`src/design/shg_pkg.sv`:
```
`timescale 1ns / 1ps
// shared types, codes and constants of the spatial hash grid
// no dependencies
package shg_pkg;

   localparam int MAX_OBJECTS_DEF    = 1024;
   localparam int MAX_CELLS_DEF      = 2048;
   localparam int MAX_CELL_SPAN_DEF  = 4;
   localparam int MAX_NEIGHBOURS_DEF = 64;

   localparam int OP_W       = 2;
   localparam int COORD_W    = 32;
   localparam int SPACING_W  = 31;
   localparam int DIST_W     = 31;
   localparam int NCELLS_W   = 12;
   localparam int STATUS_W   = 2;
   localparam int CSR_IDX_W  = 2;
   localparam int CSR_DATA_W = 32;
   localparam int IDX_MAX_W  = 16;
   localparam int DVD_W      = 33;

   localparam logic [SPACING_W-1:0] SPACING_RESET = 31'd65536;
   localparam logic [NCELLS_W-1:0]  NCELLS_RESET  = 12'd2048;

   localparam logic [OP_W-1:0] OP_LOAD  = 2'd0;
   localparam logic [OP_W-1:0] OP_BUILD = 2'd1;
   localparam logic [OP_W-1:0] OP_QUERY = 2'd2;

   localparam logic [STATUS_W-1:0] STATUS_OK      = 2'd0;
   localparam logic [STATUS_W-1:0] STATUS_TRUNC   = 2'd1;
   localparam logic [STATUS_W-1:0] STATUS_WIDE    = 2'd2;
   localparam logic [STATUS_W-1:0] STATUS_BAD_IDX = 2'd3;

   localparam logic [CSR_IDX_W-1:0] CSR_SPACING = 2'd0;
   localparam logic [CSR_IDX_W-1:0] CSR_NCELLS  = 2'd1;

   localparam logic [COORD_W-1:0] HASH_X = 32'd92837111;
   localparam logic [COORD_W-1:0] HASH_Y = 32'd689287499;
   localparam logic [COORD_W-1:0] HASH_Z = 32'd283923481;

   typedef struct packed {
      logic [OP_W-1:0]      op;
      logic [COORD_W-1:0]   x;
      logic [COORD_W-1:0]   y;
      logic [COORD_W-1:0]   z;
      logic [IDX_MAX_W-1:0] idx;
      logic [DIST_W-1:0]    radius;
   } item_type;

endpackage

```
`src/design/shg_front.sv`:
```
`timescale 1ns / 1ps
// front end: accepts items, drops unused opcodes, two-entry queue to the back end
// depends on shg_pkg
module shg_front (
   input  logic              clock,
   input  logic              reset,
   input  logic              req_valid,
   output logic              req_ready,
   input  shg_pkg::item_type req_item,
   output logic              q_valid,
   output shg_pkg::item_type q_item,
   input  logic              q_pop
);

   shg_pkg::item_type slot_ff [2];
   logic       wr_ptr_ff, wr_ptr_in;
   logic       rd_ptr_ff, rd_ptr_in;
   logic [1:0] fill_ff, fill_in;
   logic       push, pop, keep;

   assign req_ready = (fill_ff != 2'd2);
   assign keep      = (req_item.op == shg_pkg::OP_LOAD) || (req_item.op == shg_pkg::OP_BUILD)
                   || (req_item.op == shg_pkg::OP_QUERY);
   assign push      = req_valid && req_ready && keep;
   assign q_valid   = (fill_ff != 2'd0);
   assign pop       = q_pop && q_valid;
   assign q_item    = slot_ff[rd_ptr_ff];

   always_comb begin
      wr_ptr_in = push ? ~wr_ptr_ff : wr_ptr_ff;
      rd_ptr_in = pop ? ~rd_ptr_ff : rd_ptr_ff;
      fill_in   = fill_ff + {1'b0, push} - {1'b0, pop};
   end

   always_ff @(posedge clock) begin
      if (reset) begin
         wr_ptr_ff <= 1'b0;
         rd_ptr_ff <= 1'b0;
         fill_ff   <= 2'd0;
      end else begin
         wr_ptr_ff <= wr_ptr_in;
         rd_ptr_ff <= rd_ptr_in;
         fill_ff   <= fill_in;
      end
   end

   always_ff @(posedge clock) begin
      if (push) begin
         slot_ff[wr_ptr_ff] <= req_item;
      end
   end

endmodule

```
`config.mk`:
```
export PLATFORM = sky130hd
export DESIGN_NAME = shg_front
export DESIGN_NICKNAME = d
export VERILOG_FILES = /design/src/design/shg_pkg.sv /design/src/design/shg_front.sv
export SDC_FILE = /design/constraint.sdc
export NUM_CORES = 1
export LEC_CHECK = 0
export BUFFER_PORTS_ARGS = -buffer_cell sky130_fd_sc_hd__buf_2
export CORE_MARGIN = 5
export CORE_UTILIZATION = 56
export CTS_CLUSTER_SIZE = 14
export DETAILED_ROUTE_END_ITERATION = 6
export GPL_TIMING_DRIVEN = 0
export PLACE_DENSITY = 0.95
export SLEW_MARGIN = 5
export SYNTH_ARGS = -nofsm -noshare
export SYNTH_HDL_FRONTEND = slang
export SYNTH_SLANG_ARGS = --single-unit
```
`constraint.sdc`:
```
create_clock -name clock -period 13.8 [get_ports clock]
set_input_delay 0.69 -clock clock [delete_from_list [all_inputs] [get_ports clock]]
set_output_delay 0.69 -clock clock [all_outputs]
set_load 0.02 [all_outputs]
```
**Word-level counts from Yosys, hierarchy flattened**

Memory sizes are Yosys's and may differ from the RTL's. A register that Yosys moved wholly into a read port is not among the register bits.
Index checks and enable logic that the tools add are counted.

- Add/subtract/negate cells: 2
- Eq/ne operators: 3
- Multiply operators: 0
- Order comparisons: 0
- Reduce and logical (&&, ||, !) cells: 7
- Shift-type cells: 0
- Mux-type cells: 4
- Bitwise operators: 2
- Divide/modulo/power cells: 0

Operator list:

| operator | count |
|---|---|
| 2-to-1 mux 1 bit | 4 |
| logical AND 1 bit | 3 |
| adder 2 x 1 -> 2 bit | 1 |
| equality test 2 x 1 -> 1 bit (second input constant) | 1 |
| equality test 2 bit (second input constant) | 1 |
| logical NOT 2 bit | 1 |
| logical OR 1 bit | 2 |
| inequality test 2 bit (second input constant) | 1 |
| NOT 1 bit | 2 |
| nonzero test 2 bit | 1 |
| subtractor 2 x 1 -> 2 bit | 1 |

- Memories kept: 1
- Logic and storage cells: 22
- Flip-flop bits (word level): 4
- Latch bits: 0
- RAM bits: 290
- Output and inout port bits: 147
- ROM bits: 0

Memory list:

| memory | words | width | rd ports | clocked after Yosys merged registers in | write ports | line | RTL |
|---|---|---|---|---|---|---|---|
| slot_ff | 2 | 145 | 1 | 1 | 1 | shg_front.sv:15 | `shg_pkg::item_type slot_ff [2];` |

**Logic depth before layout (Yosys ltp)**

Gate-level depths: netlist of run 1.

- Depth after elaboration: 6
- Mapped depth: 7
- Mapped depth without buffers: 7

**Worst setup path before layout of run 1**

OpenSTA, ideal clock, no wires.

- Kind: in2reg
- Start: input req_valid
- End: memory slot_ff[0][0] (netlist name), enable pin
- Stages on the path: 3
- Path buffers: 0
- Arrival time: 7.014 ns
- Setup slack: 6.135 ns
- Cells stage by stage: a21boi_4 -> nand2_1 -> nor2_1

- Cells in the longest elaborated chain, start to end: 4

Ends and longest elaborated chain:

| item | line | RTL |
|---|---|---|
| from (decl) | shg_front.sv:7 | `input logic req_valid,` |
| logical AND 1 bit (2 in series) | shg_front.sv:24 | `assign push = req_valid && req_ready && keep;` |
| 2-to-1 mux 1 bit | shg_front.sv:48 | `if (push) begin` |
| 2-to-1 mux 1 bit (implied by the code) | shg_front.sv:49 | `slot_ff[wr_ptr_ff] <= req_item;` |
| to (decl) | shg_front.sv:15 |  |

No other way between the ends.

==> results.md, run 1 <==
* Cells after Synth at between 400 and 500
* Worst setup path class: flip-flop to output port
* Comb pwr share at 21.8%
* Most numerous cell in the Yosys netlist: edfxtp_1
* Final Non-Filler Cells at 1073
* Synth Flop Type: edfxtp_1
* Clock latency on the worst-skew pair at 0.53 ns
* DPL Wire Length at around 15000 µm
* Chip height at approximately 150 µm
* Initial Utilization at 57.00%
* Vias in the first global route at around 6.3k
* Total leakage power at roughly 5 nW
* CTS H-tree depth at 1
* Number of synthesized flops with an enable pin at 290
* Flop-to-flop setup slack at ~11 ns
* Die area at approximately 22000 µm²
* Startpoint types: flip-flop
* Post-Synth Adder-Cell Area at less than 1%
* Worst path top cell family by delay: buffers and inverters
* Tmin final at slightly above 3 ns
* Initial antenna violation count at 5
* Multiplexer share of the synthesized area at 15.40%
* #FFs+latches synth at around 300
* CP Capture Type: output port
* Synth top area cells: edfxtp_1, mux2_2, mux2_1
* Peak Freq at 326.4 MHz
* Setup TNS at 0 ns
* Core area at ~19000 µm²
* Most used cell, CP: buf_2
* Gr ovfl total at 0
* Simple-gate portion of the synthesized area at less than 1%
* Relative slew margins at a little under two fifths
* Die width at roughly 150 µm
* Area grow syn2layout at 26.87%
* Worst hold slack at approximately 0.35 ns
* RSZ-0062 raised after global routing: false
* Synth Area in XOR/XNOR at less than 1%
* Gr usage total at around a fifth
* Remaining routing DRC violations at 0
* CTS resizes at 0
* Synth Area in Compound Gates at less than 1%
* Mapped Nets at 632
* Avg Vias per Cell at about 5.3
* CP max stage delay at ~0.4 ns
* Post-CTS Setup Repair Bufs at 0
* Top cell type's share of synthesized area at 81.40%
* DR vias at roughly 5.7k
* Ys async rst share at 0%
* Slowest stage cell, crit path: mux2_1
* Fin. Hold Viols at 0
* Internal at around 1.7 mW
* Root Driver: clkbuf_16
* Seq. cell area at ~8800 µm²
* Share of cells above drive strength 1 at approximately 60%
* Max_cap viols at 0
* Syn avg cell area at about 22 µm²
* Flop pwr share at between 40% and 50%
* First-pass GRT wire length at approximately 34000 µm
* List of most frequent post-synthesis cells: edfxtp_1, mux2_2, mux2_1, buf_2, nor2_1
* I/O pin total at 296
* Nets at a little under 1k
* Seq/Total Area, Yosys at 82.34%
* Clock buffer depth at 3
* Netlist cell types at 21
* Worst Path Arrival at between 2 and 2.5 ns
* Clock skew at slightly above 0.01 ns
* Num rows at 50
* CTS tree: built
* Slew @ Worst Pin at 0.9472 ns
* NetSw at ~0.64 mW
* CTS Buf Count at 29
* Port Buffer Count at 295
* Largest net degree at the start of global routing at 62
* CTS Hold Buffers Added at 0
* Yosys warning total at 0
* Clock Pin Slew Worst Setup and Hold Paths at ~0.060 ns
* Worst path required time at about 13 ns
* Area of the multi-input gates at 1822 µm²
* Placed insts at between 1k and 1.5k
* Drt first pass iters at 4
* Clock power share at about a third
* Fillers at between 1k and 1.5k
* Routed Wire Length at 22220 µm
* Peak supply drop at 0.1227 mV
* Clock Sinks at 295
* Hold Crit Class: input port to flip-flop
* Crit-path cells: buf_2, buf_2, buf_2, mux2_1, buf_2
* Largest family of logic cells by synthesized area: multiplexers
* Starting DRC count in detailed routing at 220
* Slew Limit Fails at 0
* Power Density at 176.3 nW/µm²
* Status: finished clean
* Final period util at approximately 22%
* Max FO, Critical Path at 10
* Antenna Nets Post-Route at 0
* Area leader, netlist: edfxtp_1
* Count of final setup violators at 0
* Buf/Inv on CP at 4
* GPL Wtd Cong at a little under 0.8
* Switch share at 26.89%
* Mapped Area at 10700 µm²
* DR WL/cell at 20.71 µm
==> path summary, 6_finish.rpt <==
check	from	end	cells past startpoint
setup reg to reg	fill_ff[0]	slot_ff[0][101]	5
hold / removal	req_item[20]	slot_ff[1][20]	1
setup / recovery	flip-flop	q_item[123]	5
hold reg to reg	rd_ptr_ff	flip-flop	2
==> layout by cell type (no fill, tap or decap), types with 3 or more instances in the layout <==
cell type  instances
clkinv_2           7
clkbuf_1           6
clkinv_1           5
buf_2            311
dfxtp_1            5
nor2_1             5
mux2_2           128
bufinv_16          4
edfxtp_1         290
mux2_1            17
nand2_1            3
buf_12             4
clkbuf_16         29
==> registers in the layout, indices dropped and copies added (netlist names), named ones only <==
register   cells
slot_ff      290
fill_ff        2
rd_ptr_ff      1
wr_ptr_ff      1
==> kinds of logic after synthesis <==
| kind of cell | Yosys count |
|---|---|
| flops | 295 |
| mux | 146 |
| simple gates | 17 |
| buf+inv | 16 |
| compound gates | 5 |
| xor+xnor | 2 |
| fa+ha+maj | 1 |
==> power by group through the flow <==
stage                     logic [mW]  registers [mW]  clock network (mW)
final                          0.522            1.10               0.772
after floorplan                0.339            1.13                   0
after CTS                      0.529            1.10               0.789
after global routing           0.554            1.10               0.837
after detailed placement       0.522            1.12                   0
after global placement         0.500            1.14                   0
==> metal layers <==
layer	GRT usage [%]	wire length [µm]	vias up
met2	35.72	11820	239
met4	6.882	777	8
met3	6.368	1758	62
li1	-	-	2589
met1	22.13	7811	2793
met5	0	55	-
==> layout make-up <==
| class | count | share of cell area (%) |
|---|---|---|
| diodes | 2 | 0.03688 |
| plain buffers | 16 | 0.5900 |
| clock buffers | 36 | 5.614 |
| clock inverters | 18 | 1.401 |
| multi-input cells | 171 | 13.42 |
| flip-flops and latches | 295 | 64.90 |
| well taps | 234 | 2.157 |
| repair buffers | 301 | 11.87 |
==> stage by stage <==
step / setup WS [ns] / power (mW) / util [%] / instance area [µm²]
floorplan: 6.135 / 1.465 / - / 10700
global placement: 2.904 / 1.638 / 66.43 / 12470
detailed placement: 10.92 / 1.639 / 67.21 / 12610
CTS: 10.68 / 2.418 / 72.29 / 13570
global route: 10.62 / 2.495 / 72.30 / 13570
finish: 10.74 / 2.393 / 72.31 / 13570
(Power assumes the default switching activity.)
==> run 2, diff against run 1 <==
Settings changed: CORE_UTILIZATION 56 to 52, PLACE_DENSITY 0.95 to 0.89.
Clock period 13.8 ns to 3.2 ns, I/O delays scaled along.
==> run 2 against run 1 <==
Cell area is 11% higher. First-iteration DRC count is 91% higher. Clock-buffer cell count is 1 lower. Clock power grew to 4.2 times the previous value. Wire length is 17% higher. Combinational power grew to 4.7 times the previous value. Cell count is 17% higher. Via count is 11% higher. Sequential power grew to 4.3 times the previous value. Core utilization is 2.2 points higher. Critical endpoint is now q_item[128].
==> results.md, run 2 (same netlist as run 1, synthesis figures left out) <==
* Status: finished clean (unchanged)
* First-pass GRT wire length at 40250 µm (was 33930 µm)
* Tmin final at between 2 and 3 ns
* Final Non-Filler Cells at 1252 (was 1073)
* Worst Path Arrival at 2.38 ns (was 2.37 ns)
* CP max stage delay at 0.38 ns (was 0.39 ns)
* Vias in the first global route at 7036 (was 6327)
* Largest regs: slot_ff: 290 flops, fill_ff: 2 flops (unchanged)
* Fillers at 1109 (was 1077)
* CTS tree: built (unchanged)
* Share of cells above drive strength 1 at 50.31% (was 59.02%)
* Core area at 20230 µm² (was 18770 µm²)
* CTS Hold Buffers Added at 146 (was 0)
* CTS Buf Count at 28 (was 29)
* Max FO, Critical Path at 11 (was 10)
* Fin. Hold Viols at 0 (unchanged)
* I/O pin total at 296 (unchanged)
* Slowest stage cell, crit path: mux2_1 (unchanged)
* DPL Wire Length at 15100 µm (was 15260 µm)
* Commonest non-fill, non-tap cell in the layout: buf_2 (unchanged)
* Antenna Nets Post-Route at 0 (unchanged)
* Avg Vias per Cell at 5.061 (was 5.304)
* DR WL/cell at 20.71 µm (about the same)
* Final period util at 79.24%
* Largest net degree at the start of global routing at 54 (was 62)
* Clock buffer depth at 3 (unchanged)
* Setup TNS at 0 ns (unchanged)
* RSZ-0062 raised after global routing: false (unchanged)
* Clock Sinks at 295 (unchanged)
* Slew @ Worst Pin at 0.6290 ns (was 0.9472 ns)
* Total chip power at 10.45 mW (was 2.393 mW)
* Post-CTS Setup Repair Bufs at 0 (unchanged)
* Placed insts at 1054 (was 1017)
* Worst setup path class: flip-flop to output port (unchanged)
* Initial antenna violation count at 2 (was 5)
* CTS H-tree depth at 1 (unchanged)
* Routed Wire Length at 25930 µm (was 22220 µm)
* DR vias at 6336 (was 5691)
* Nets at 1110 (was 964)
* Worst path top cell family by delay: buffers and inverters (unchanged)
* Buf/Inv on CP at 4 (unchanged)
* Starting DRC count in detailed routing at 420 (was 220)
* Chip height at 153.4 µm (was 148.2 µm)
* Slew Limit Fails at 0 (unchanged)
* Reg with most FFs: slot_ff (unchanged)
* Total leakage power at 5.705 nW (was 5.113 nW)
* GPL Wtd Cong at 0.7586 (was 0.7728)
* Most frequent cells in the layout: buf_2, edfxtp_1, dlygate4sd3_1, mux2_2, clkbuf_16 (was buf_2, edfxtp_1, mux2_2, clkbuf_16, mux2_1)
* Num rows at 52 (was 50)
* Clock skew at 0.01221 ns (was 0.01006 ns)
* Max_cap viols at 0 (unchanged)
* Worst path required time at 3.04 ns (was 13.11 ns)
* Relative slew margins at 58.07% (was 36.71%)
* Largest register FFs at 290 (unchanged)
* Hold Crit Class: input port to flip-flop (unchanged)
* Peak Freq at 394.4 MHz
* Peak supply drop at 0.4783 mV (was 0.1227 mV)
* Die area at 23540 µm² (was 21970 µm²)
* CTS resizes at 0 (unchanged)
* Drt first pass iters at 6 (was 4)
* Clock Pin Slew Worst Setup and Hold Paths at 0.06 ns (about the same)
* Die width at 153.4 µm (was 148.2 µm)
* CP Capture Type: output port (unchanged)
* Gr usage total at 21.64% (was 19.79%)
* Remaining routing DRC violations at 0 (unchanged)
* Area after DPL at 12710 µm² (was 12610 µm²)
* Port Buffer Count at 295 (unchanged)
* Post-layout instance area at 15070 µm² (was 13570 µm²)
* Power Density at 693.5 nW/µm² (was 176.3 nW/µm²)
* Area grow syn2layout at 40.89% (was 26.87%)
* Most used cell, CP: buf_2 (unchanged)
* Crit-path cells: buf_2, buf_2, buf_2, mux2_1, buf_2 (unchanged)
* Clock latency on the worst-skew pair at 0.53 ns (about the same)
* Count of final setup violators at 0 (unchanged)
* Gr ovfl total at 0 (unchanged)
* Root Driver: clkbuf_16 (unchanged)
* Initial Utilization at 52.87% (was 57.00%)
* Startpoint types: flip-flop (unchanged)
==> run 2: stage by stage <==
step | setup slack, ns | hold slack (ns) | utilization, %
floorplan | 0.002030 | 0.2242 | -
global placement | -1.018 | 0.3469 | 61.93
detailed placement | 0.9638 | 0.3507 | 62.79
CTS | 0.6329 | 0.04462 | 74.46
global route | 0.5873 | 0.08203 | 74.47
finish | 0.6645 | 0.05642 | 74.49
==> run 2: area by class of cell <==
class                   count  area [µm²]  share of cell area, %
clock buffers              35       748.2                  4.964
diodes                      2       5.005                0.03321
flip-flops and latches    295        8810                  58.45
repair buffers            448        3108                  20.62
plain buffers              16       80.08                 0.5313
clock inverters            15       151.4                  1.004
multi-input cells         171        1832                  12.15
well taps                 270       337.8                  2.241
==> run 2: worst paths after layout <==
| path | startpoint | to | slack [ns] | depth (start not counted) |
|---|---|---|---|---|
| min | q_pop | flip-flop | 0.06 | 4 |
| max reg2reg | fill_ff[0] | slot_ff[1][90] | 1.04 | 4 |
| max | flip-flop | q_item[128] | 0.66 | 5 |
| min reg2reg | rd_ptr_ff | flip-flop | 0.53 | 2 |
==> run 2: worst register-to-register path: stages, from the launching register on <==
cell and delay, ns:
dfxtp_2 0.38, nand2b_4 0.16, and3_4 0.60, buf_16 0.34
buf_16 0.31
==> run 2: report_power, final <==
group	internal, mW	switching (mW)
sequential	4.65	0.0993
clock	1.89	1.36
combinational	1.02	1.43
total	7.57	2.89
==> run 2: metal layers <==
metal | wire length, µm | part of all wire (%) | vias to the layer above | global-route usage (%)
li1 | - | - | 2880 | -
met1 | 9757 | 38 | 3142 | 26.41
met2 | 13930 | 54 | 266 | 39.45
met3 | 1699 | 6.6 | 48 | 4.976
met4 | 543 | 2.1 | 0 | 4.836
met5 | 0 | 0 | - | 0
